===== src/hw/rtl/cse_pkg.sv =====
// ----------------------------------------------------------------------------
// Compressed subset encoder package
// Field widths, field kind codes, controller/datapath interface types and
// small helper functions.
// ----------------------------------------------------------------------------
package cse_pkg;

    localparam int VAL_W      = 31;
    localparam int REFW_W     = 6;
    localparam int FIELD_W    = 32;
    localparam int KIND_W     = 2;
    localparam int NBINC_BITS = 6;

    localparam logic [KIND_W-1:0] KIND_REF  = 2'd0;
    localparam logic [KIND_W-1:0] KIND_INCW = 2'd1;
    localparam logic [KIND_W-1:0] KIND_INC  = 2'd2;

    localparam logic [REFW_W-1:0] REFW_MIN = 6'd1;
    localparam logic [REFW_W-1:0] REFW_MAX = 6'd32;

    // Commands from the controller to the datapath
    typedef struct packed {
        logic load;
        logic calc_range;
        logic calc_size;
        logic emit_ref;
        logic emit_incw;
        logic emit_inc;
        logic clear;
    } cse_cmd_t;

    // Status from the datapath to the controller
    typedef struct packed {
        logic out_free;
        logic nbinc_zero;
        logic inc_done;
    } cse_status_t;

    // Count of significant bits: smear the top one downward, then encode it
    function automatic logic [NBINC_BITS-1:0] sig_bits(input logic [VAL_W-1:0] v);
        logic [VAL_W-1:0]      s;
        logic [VAL_W-1:0]      top;
        logic [NBINC_BITS-1:0] n;
        s   = v;
        s   = s | (s >> 1);
        s   = s | (s >> 2);
        s   = s | (s >> 4);
        s   = s | (s >> 8);
        s   = s | (s >> 16);
        top = s & ~(s >> 1);
        n   = '0;
        for (int i = 0; i < VAL_W; i++) begin
            if (top[i])
            begin
                n = n | NBINC_BITS'(i + 1);
            end
        end
        return n;
    endfunction

    // Force the reference width into 1..32
    function automatic logic [REFW_W-1:0] clamp_width(input logic [REFW_W-1:0] w);
        logic [REFW_W-1:0] r;
        if (w < REFW_MIN)
        begin
            r = REFW_MIN;
        end
        else if (w > REFW_MAX)
        begin
            r = REFW_MAX;
        end
        else
        begin
            r = w;
        end
        return r;
    endfunction

    // Mask of the low w bits of a field
    function automatic logic [FIELD_W-1:0] width_mask(input logic [REFW_W-1:0] w);
        logic [FIELD_W-1:0] m;
        for (int i = 0; i < FIELD_W; i++) begin
            m[i] = (REFW_W'(i) < w);
        end
        return m;
    endfunction

endpackage


===== src/hw/rtl/cse_ctrl.sv =====
// ----------------------------------------------------------------------------
// Compressed subset encoder controller
// Sequences loading, range and width calculation, and field emission.
// ----------------------------------------------------------------------------
module cse_ctrl
    import cse_pkg::*;
(
    input  logic        clk,
    input  logic        rst_n,
    input  logic        in_valid,
    input  logic        is_last,
    output logic        in_stall,
    input  cse_status_t status,
    output cse_cmd_t    cmd
);

    localparam logic [2:0] S_LOAD  = 3'd0;
    localparam logic [2:0] S_RANGE = 3'd1;
    localparam logic [2:0] S_SIZE  = 3'd2;
    localparam logic [2:0] S_REF   = 3'd3;
    localparam logic [2:0] S_INCW  = 3'd4;
    localparam logic [2:0] S_INCS  = 3'd5;

    logic [2:0] state_reg;
    logic [2:0] state_next;

    // Decode state into commands and next state
    always_comb
    begin
        cmd        = '0;
        state_next = state_reg;
        unique case (state_reg)
            S_LOAD:
            begin
                cmd.load = in_valid;
                if (in_valid && is_last)
                begin
                    state_next = S_RANGE;
                end
            end
            S_RANGE:
            begin
                cmd.calc_range = 1'b1;
                state_next     = S_SIZE;
            end
            S_SIZE:
            begin
                cmd.calc_size = 1'b1;
                state_next    = S_REF;
            end
            S_REF:
            begin
                if (status.out_free)
                begin
                    cmd.emit_ref = 1'b1;
                    state_next   = S_INCW;
                end
            end
            S_INCW:
            begin
                if (status.out_free)
                begin
                    cmd.emit_incw = 1'b1;
                    if (status.nbinc_zero)
                    begin
                        cmd.clear  = 1'b1;
                        state_next = S_LOAD;
                    end
                    else
                    begin
                        state_next = S_INCS;
                    end
                end
            end
            S_INCS:
            begin
                if (status.out_free)
                begin
                    cmd.emit_inc = 1'b1;
                    if (status.inc_done)
                    begin
                        cmd.clear  = 1'b1;
                        state_next = S_LOAD;
                    end
                end
            end
            default:
            begin
                state_next = S_LOAD;
            end
        endcase
    end

    assign in_stall = (state_reg != S_LOAD);

    // Advance state
    always_ff @(posedge clk or negedge rst_n)
    begin
        if (!rst_n)
        begin
            state_reg <= S_LOAD;
        end
        else
        begin
            state_reg <= state_next;
        end
    end

endmodule


===== src/hw/rtl/cse_datapath.sv =====
// ----------------------------------------------------------------------------
// Compressed subset encoder datapath
// Value store, running minimum and maximum, increment width and the
// output register for emitted fields.
// ----------------------------------------------------------------------------
module cse_datapath
    import cse_pkg::*;
#(
    parameter int MAX_SUBSETS = 32
)
(
    input  logic                clk,
    input  logic                rst_n,
    input  cse_cmd_t            cmd,
    output cse_status_t         status,
    input  logic [VAL_W-1:0]    sample_value,
    input  logic [REFW_W-1:0]   ref_width,
    output logic                out_valid,
    input  logic                out_stall,
    output logic [FIELD_W-1:0]  field_value,
    output logic [REFW_W-1:0]   field_width,
    output logic [KIND_W-1:0]   field_kind,
    output logic                last_field
);

    localparam int CW = $clog2(MAX_SUBSETS + 1);
    localparam int AW = $clog2(MAX_SUBSETS);
    localparam logic [CW-1:0] COUNT_MAX = CW'(MAX_SUBSETS);

    logic [VAL_W-1:0]      store [MAX_SUBSETS];
    logic [VAL_W-1:0]      rd_data_reg;
    logic                  rd_en;
    logic [AW-1:0]         rd_addr;
    logic                  wr_en;

    logic [CW-1:0]         count_reg;
    logic [CW-1:0]         count_next;
    logic [CW-1:0]         idx_reg;
    logic [CW-1:0]         idx_next;
    logic [CW-1:0]         idx_plus1;
    logic [VAL_W-1:0]      min_reg;
    logic [VAL_W-1:0]      max_reg;
    logic [REFW_W-1:0]     refw_reg;
    logic [VAL_W-1:0]      range_reg;
    logic [NBINC_BITS-1:0] nbinc_reg;

    logic                  out_valid_reg;
    logic [FIELD_W-1:0]    value_reg;
    logic [REFW_W-1:0]     width_reg;
    logic [KIND_W-1:0]     kind_reg;
    logic                  last_reg;

    logic [REFW_W-1:0]     ref_w;
    logic [VAL_W-1:0]      inc;

    assign idx_plus1 = idx_reg + CW'(1);
    assign wr_en     = cmd.load && (count_reg < COUNT_MAX);
    assign rd_en     = cmd.calc_range || (cmd.emit_inc && (idx_plus1 < count_reg));
    assign rd_addr   = cmd.calc_range ? '0 : idx_plus1[AW-1:0];
    assign ref_w     = clamp_width(refw_reg);
    assign inc       = rd_data_reg - min_reg;

    // Write the value store, read with a registered port
    always_ff @(posedge clk)
    begin
        if (wr_en)
        begin
            store[count_reg[AW-1:0]] <= sample_value;
        end
        if (rd_en)
        begin
            rd_data_reg <= store[rd_addr];
        end
    end

    // Track count of stored values
    always_comb
    begin
        count_next = count_reg;
        if (cmd.clear)
        begin
            count_next = '0;
        end
        else if (wr_en)
        begin
            count_next = count_reg + CW'(1);
        end
    end

    // Step the emission index
    always_comb
    begin
        idx_next = idx_reg;
        if (cmd.calc_range)
        begin
            idx_next = '0;
        end
        else if (cmd.emit_inc)
        begin
            idx_next = idx_plus1;
        end
    end

    always_ff @(posedge clk or negedge rst_n)
    begin
        if (!rst_n)
        begin
            count_reg <= '0;
            idx_reg   <= '0;
        end
        else
        begin
            count_reg <= count_next;
            idx_reg   <= idx_next;
        end
    end

    // Hold minimum, maximum and reference width of the element
    always_ff @(posedge clk)
    begin
        if (wr_en)
        begin
            if (count_reg == '0)
            begin
                min_reg  <= sample_value;
                max_reg  <= sample_value;
                refw_reg <= ref_width;
            end
            else
            begin
                if (sample_value < min_reg)
                begin
                    min_reg <= sample_value;
                end
                if (sample_value > max_reg)
                begin
                    max_reg <= sample_value;
                end
            end
        end
        if (cmd.calc_range)
        begin
            range_reg <= max_reg - min_reg;
        end
        if (cmd.calc_size)
        begin
            nbinc_reg <= sig_bits(range_reg);
        end
    end

    // Load the output register when an emit command arrives
    always_ff @(posedge clk or negedge rst_n)
    begin
        if (!rst_n)
        begin
            out_valid_reg <= 1'b0;
        end
        else if (cmd.emit_ref || cmd.emit_incw || cmd.emit_inc)
        begin
            out_valid_reg <= 1'b1;
        end
        else if (!out_stall)
        begin
            out_valid_reg <= 1'b0;
        end
    end

    always_ff @(posedge clk)
    begin
        if (cmd.emit_ref)
        begin
            value_reg <= {1'b0, min_reg} & width_mask(ref_w);
            width_reg <= ref_w;
            kind_reg  <= KIND_REF;
            last_reg  <= 1'b0;
        end
        else if (cmd.emit_incw)
        begin
            value_reg <= FIELD_W'(nbinc_reg);
            width_reg <= REFW_W'(NBINC_BITS);
            kind_reg  <= KIND_INCW;
            last_reg  <= (nbinc_reg == '0);
        end
        else if (cmd.emit_inc)
        begin
            value_reg <= {1'b0, inc};
            width_reg <= REFW_W'(nbinc_reg);
            kind_reg  <= KIND_INC;
            last_reg  <= (idx_plus1 == count_reg);
        end
    end

    assign status.out_free   = !out_valid_reg || !out_stall;
    assign status.nbinc_zero = (nbinc_reg == '0);
    assign status.inc_done   = (idx_plus1 == count_reg);

    assign out_valid   = out_valid_reg;
    assign field_value = value_reg;
    assign field_width = width_reg;
    assign field_kind  = kind_reg;
    assign last_field  = last_reg;

endmodule


===== src/hw/rtl/compressed_subset_encoder.sv =====
// ----------------------------------------------------------------------------
// Compressed subset encoder
// Collects one element's values across all subsets and emits its
// compressed form: reference minimum, increment width, then increments.
// ----------------------------------------------------------------------------
// Values enter one item per cycle and are written into a single-port store
// of MAX_SUBSETS entries while the running minimum and maximum are kept;
// values beyond MAX_SUBSETS are dropped. After the item marked last, input
// stalls for the whole emission: the S_RANGE and S_SIZE states compute the
// range and its count of significant bits, then the output register issues
// one field per cycle (reference, increment width, then, unless that width
// is zero, one increment per stored value read back through the store's
// registered read port), slowed only by output stall.
module compressed_subset_encoder
    import cse_pkg::*;
#(
    parameter int MAX_SUBSETS = 32
)
(
    input  logic                clk,
    input  logic                rst_n,
    input  logic                in_valid,
    output logic                in_stall,
    input  logic [VAL_W-1:0]    sample_value,
    input  logic [REFW_W-1:0]   ref_width,
    input  logic                is_last,
    output logic                out_valid,
    input  logic                out_stall,
    output logic [FIELD_W-1:0]  field_value,
    output logic [REFW_W-1:0]   field_width,
    output logic [KIND_W-1:0]   field_kind,
    output logic                last_field
);

    cse_cmd_t    cmd;
    cse_status_t status;

    cse_ctrl u_ctrl (
        .clk      (clk),
        .rst_n    (rst_n),
        .in_valid (in_valid),
        .is_last  (is_last),
        .in_stall (in_stall),
        .status   (status),
        .cmd      (cmd)
    );

    cse_datapath #(
        .MAX_SUBSETS (MAX_SUBSETS)
    ) u_datapath (
        .clk          (clk),
        .rst_n        (rst_n),
        .cmd          (cmd),
        .status       (status),
        .sample_value (sample_value),
        .ref_width    (ref_width),
        .out_valid    (out_valid),
        .out_stall    (out_stall),
        .field_value  (field_value),
        .field_width  (field_width),
        .field_kind   (field_kind),
        .last_field   (last_field)
    );

endmodule


===== config.mk =====
export PLATFORM = sky130hd
export DESIGN_NAME = compressed_subset_encoder
export DESIGN_NICKNAME = d
export VERILOG_FILES = /design/src/hw/rtl/cse_pkg.sv /design/src/hw/rtl/cse_ctrl.sv /design/src/hw/rtl/cse_datapath.sv /design/src/hw/rtl/compressed_subset_encoder.sv
export SDC_FILE = /design/constraint.sdc
export NUM_CORES = 2
export LEC_CHECK = 0
export BUFFER_PORTS_ARGS = -buffer_cell sky130_fd_sc_hd__buf_2
export CORE_MARGIN = 2
export CORE_UTILIZATION = 60
export DETAILED_ROUTE_END_ITERATION = 12
export GPL_TIMING_DRIVEN = 0
export HOLD_SLACK_MARGIN = 0.05
export PLACE_DENSITY = 0.87
export SLEW_MARGIN = 10
export SYNTH_ARGS = -nofsm -noshare
export SYNTH_HDL_FRONTEND = slang
export SYNTH_SLANG_ARGS = --single-unit

===== constraint.sdc =====
create_clock -name clk -period 6.75 [get_ports clk]
set_clock_uncertainty 0.15 [all_clocks]
set_input_delay 0.3375 -clock clk [delete_from_list [all_inputs] [get_ports clk]]
set_output_delay 0.3375 -clock clk [all_outputs]
set_load 0.02 [all_outputs]

==> flow_metrics.py <==
metrics = {
    "grt": {
        "grt_pass1_wl_um": 213000,
        "grt_use_total": 0.338,
        "antenna_found_initial": 6,
        "grt_max_degree": 38,
        "grt_pass1_vias": 33800,
        "overflow": 0,
    },
    "clock_network": {
        "cts_inserted_buffers": 112,
        "root_buffer": "clkbuf_16",
        "cts_sinks": 1183,
        "cts.htree.levels": 3,
        "cts_resized": 0,
        "cts_max_path_buffers": 3,
        "insertion_delay_ns": 0.70,
        "cts_tree": "done",
        "clk_pin_slew_worst_paths_ns": 0.06,
    },
    "setup_path": {
        "reg2reg_slack_ns": 1.86,
        "critPathArrivalTime_ns": 5.14,
        "crit_type": "flop to flop",
        "cp.depth": 12,
        "cp.required_ns": 7.00,
        "crit_fanout": 37,
        "cpPeakStageDelay_ns": 0.73,
        "startpoint_type": "flop",
        "worst_setup_path_end_kind": "flop",
        "worstPathCellList": "or3b_1 > buf_6 > inv_2 > nor2_1 > nor2_2 > nand2_1 > buf_4 > buf_6 > o22ai_1 > a221oi_1 > a21oi_1 > a21oi_1",
        "crit_path_start": "u_ctrl.state_reg[2]",
        "critPathTopFamily": "simple AND/OR/NAND/NOR gates",
        "r2r_start": "u_ctrl.state_reg[2]",
        "endpoint": "u_datapath.rd_data_reg[20]",
        "cp_slowest_cell": "a21oi_1",
        "path_buf_inv": 4,
        "rr_worst_depth": 12,
        "r2r-end": "u_datapath.rd_data_reg[20]",
    },
    "logic_synthesis": {
        "synth_ff_type": "edfxtp_1",
        "synth_area_sq_mm": 0.0508,
        "yosys.area.top_type_share": 0.689,
        "ys_types": 78,
        "syn_nets": 3826,
        "synth_warnings": 0,
        "synth_edf_count": 1164,
        "yosys.area.top_type": "edfxtp_1",
        "ys_seq_elements": 1183,
        "synthTopCellsByArea": "edfxtp_1 (69%), o21ai_0 (3.4%), ha_1 (3.3%)",
        "seq_area_frac_synth": 0.698,
        "postSynthCellCount": 3650,
        "avgSynthCellArea_sq_um": 13.9,
        "async_flop_share": 0.0135,
    },
    "cells_and_area": {
        "final_area_sq_mm": 0.0574,
        "final_cell_mix": "edfxtp_1 (1,164), nand2_1 (401), o21ai_0 (343)",
        "area_growth_pct": 13.2,
        "largest_reg_flops": 992,
        "drive_above_1_share": 0.118,
        "nNetsFinal": 4071,
        "final_common_cell": "edfxtp_1",
    },
    "status": {
        "status": "finished clean",
    },
    "placement": {
        "place_ws_ns": 2.28,
        "hpwlAfterDp_um": 96100,
        "port_buffers": 83,
        "placed_area_sq_mm": 0.0536,
        "gp_congestion": 1.02,
    },
    "power_and_ir_drop": {
        "p_leak_nw": 19.3,
        "p_per_area_mw_per_mm2": 387,
        "power_mw": 22.2,
        "ir_worst_vdd_mv": 0.283,
    },
    "sta": {
        "fin_crit_sh": 0.724,
        "tightest_slew_ns": 1.30,
        "fmax_mhz": 205,
        "layout_min_cycle_time_ns": 4.89,
        "slew_viol_final": 0,
        "fin_setup_tns_ns": 0,
        "rsz0062_at_grt": "false",
        "hold_viol": 0,
        "setup_violations": 0,
        "setup_ws_ns": 1.86,
        "slew_headroom": 0.134,
    },
    "floorplanning": {
        "dieWidth_um": 295,
        "ios": 85,
        "die_h_um": 295,
        "coreArea_sq_mm": 0.0837,
        "die-area_sq_mm": 0.0870,
        "start_util": 0.607,
        "rows": 106,
    },
    "drt": {
        "dr.pass1.iters": 6,
        "antenna_left": 0,
        "wl_per_cell_um": 28.8,
        "via_per_inst": 6.80,
        "drcViolationCount": 0,
        "wl_um": 148000,
        "drtIter0Drc": 5434,
        "num_vias": 34900,
    },
    "hold_path": {
        "holdCritPathClass": "input pin to flop",
    },
    "job": {
        "drv_cap": 0,
    },
}
-- report_power, final --
group / internal (mW) / total [mW] / leakage (nW) / switching [mW]
Clock: 3.59 / 6.36 / 1.80 / 2.77
Combinational: 2.05 / 7.08 / 6.84 / 5.02
Sequential: 8.60 / 8.80 / 10.7 / 0.203
-- layer usage --
metal	share of wire	global-route usage
met1	0.34	0.423
met2	0.45	0.525
met3	0.14	0.106
met4	0.066	0.194
met5	0.00045	0
-- synth_stat cells (4+ instances only) --
master     number
a211o_1         6
a211oi_1       48
a21o_1         48
a21oi_1       173
a221oi_1       32
a311o_1        30
a311oi_1       32
a31oi_1        13
a41oi_1         5
and2_1          5
and3_1         42
buf_2          57
buf_4           9
buf_6          11
clkbuf_1      123
dfrtp_1        16
edfxtp_1     1164
ha_1          132
inv_1          94
mux2_2         62
mux2i_1       150
nand2_1       402
nand2b_1       10
nand3_1       140
nand4_1        18
nor2_1        132
nor2b_1        17
nor3_1         16
nor3b_1         5
nor4_1          8
o2111ai_1       7
o211ai_1       26
o21a_1          7
o21ai_0       343
o21ai_1         7
o21bai_1        7
o221ai_1       62
o22ai_1        58
o311ai_0        5
o31ai_1         7
o32ai_1         6
or3_1           4
xnor2_1        39
xor2_1         22
-- kinds of logic after synthesis --
| logic type | synth area share |
|---|---|
| simple gates | 0.0713 |
| flops | 0.698 |
| compound gates | 0.118 |
| fa+ha+maj | 0.0333 |
| mux | 0.0433 |
| other cells | 0.0000739 |
| buf+inv | 0.0258 |
| xor+xnor | 0.0105 |
-- worst min path at each step --
stage / from / endpoint / slack [ns] / cells after the start
floorplan: rst_n / u_ctrl.state_reg[0] / -0.11 / 0
global placement: rst_n / u_datapath.out_valid / 0.13 / 1
detailed placement: rst_n / u_datapath.out_valid / 0.13 / 1
CTS: sample_value[4] / u_datapath.store[16][4] / 0.08 / 1
global route: sample_value[4] / u_datapath.store[7][4] / 0.14 / 1
finish: sample_value[0] / u_datapath.min_reg[0] / 0.14 / 1
-- cell type report --
cell class	count	area [sq um]
clock inverter	72	721
fill	5127	26200
timing repair buffer	131	1310
inverter	96	360
antenna	3	7.51
buffer	203	950
clock buffer	138	2960
sequential	1183	35400
tap	1134	1420
multi-input combinational	2168	14300
-- metrics by stage --
stage | cells | hold WS, ns | utilization
after floorplan | 3650 | -0.108 | -
after global placement | 4867 | 0.132 | 0.629
after detailed placement | 4903 | 0.128 | 0.641
after CTS | 5125 | 0.0846 | 0.686
after global routing | 5126 | 0.136 | 0.686
final | 5128 | 0.140 | 0.686
-- what timing repair did --
item                      4_1_cts  5_1_grt
hold buffers                   12        0
setup buffers                   0        0
hold endpoints to repair       26        0
No activity file was read; power rests on OpenSTA's default activity.
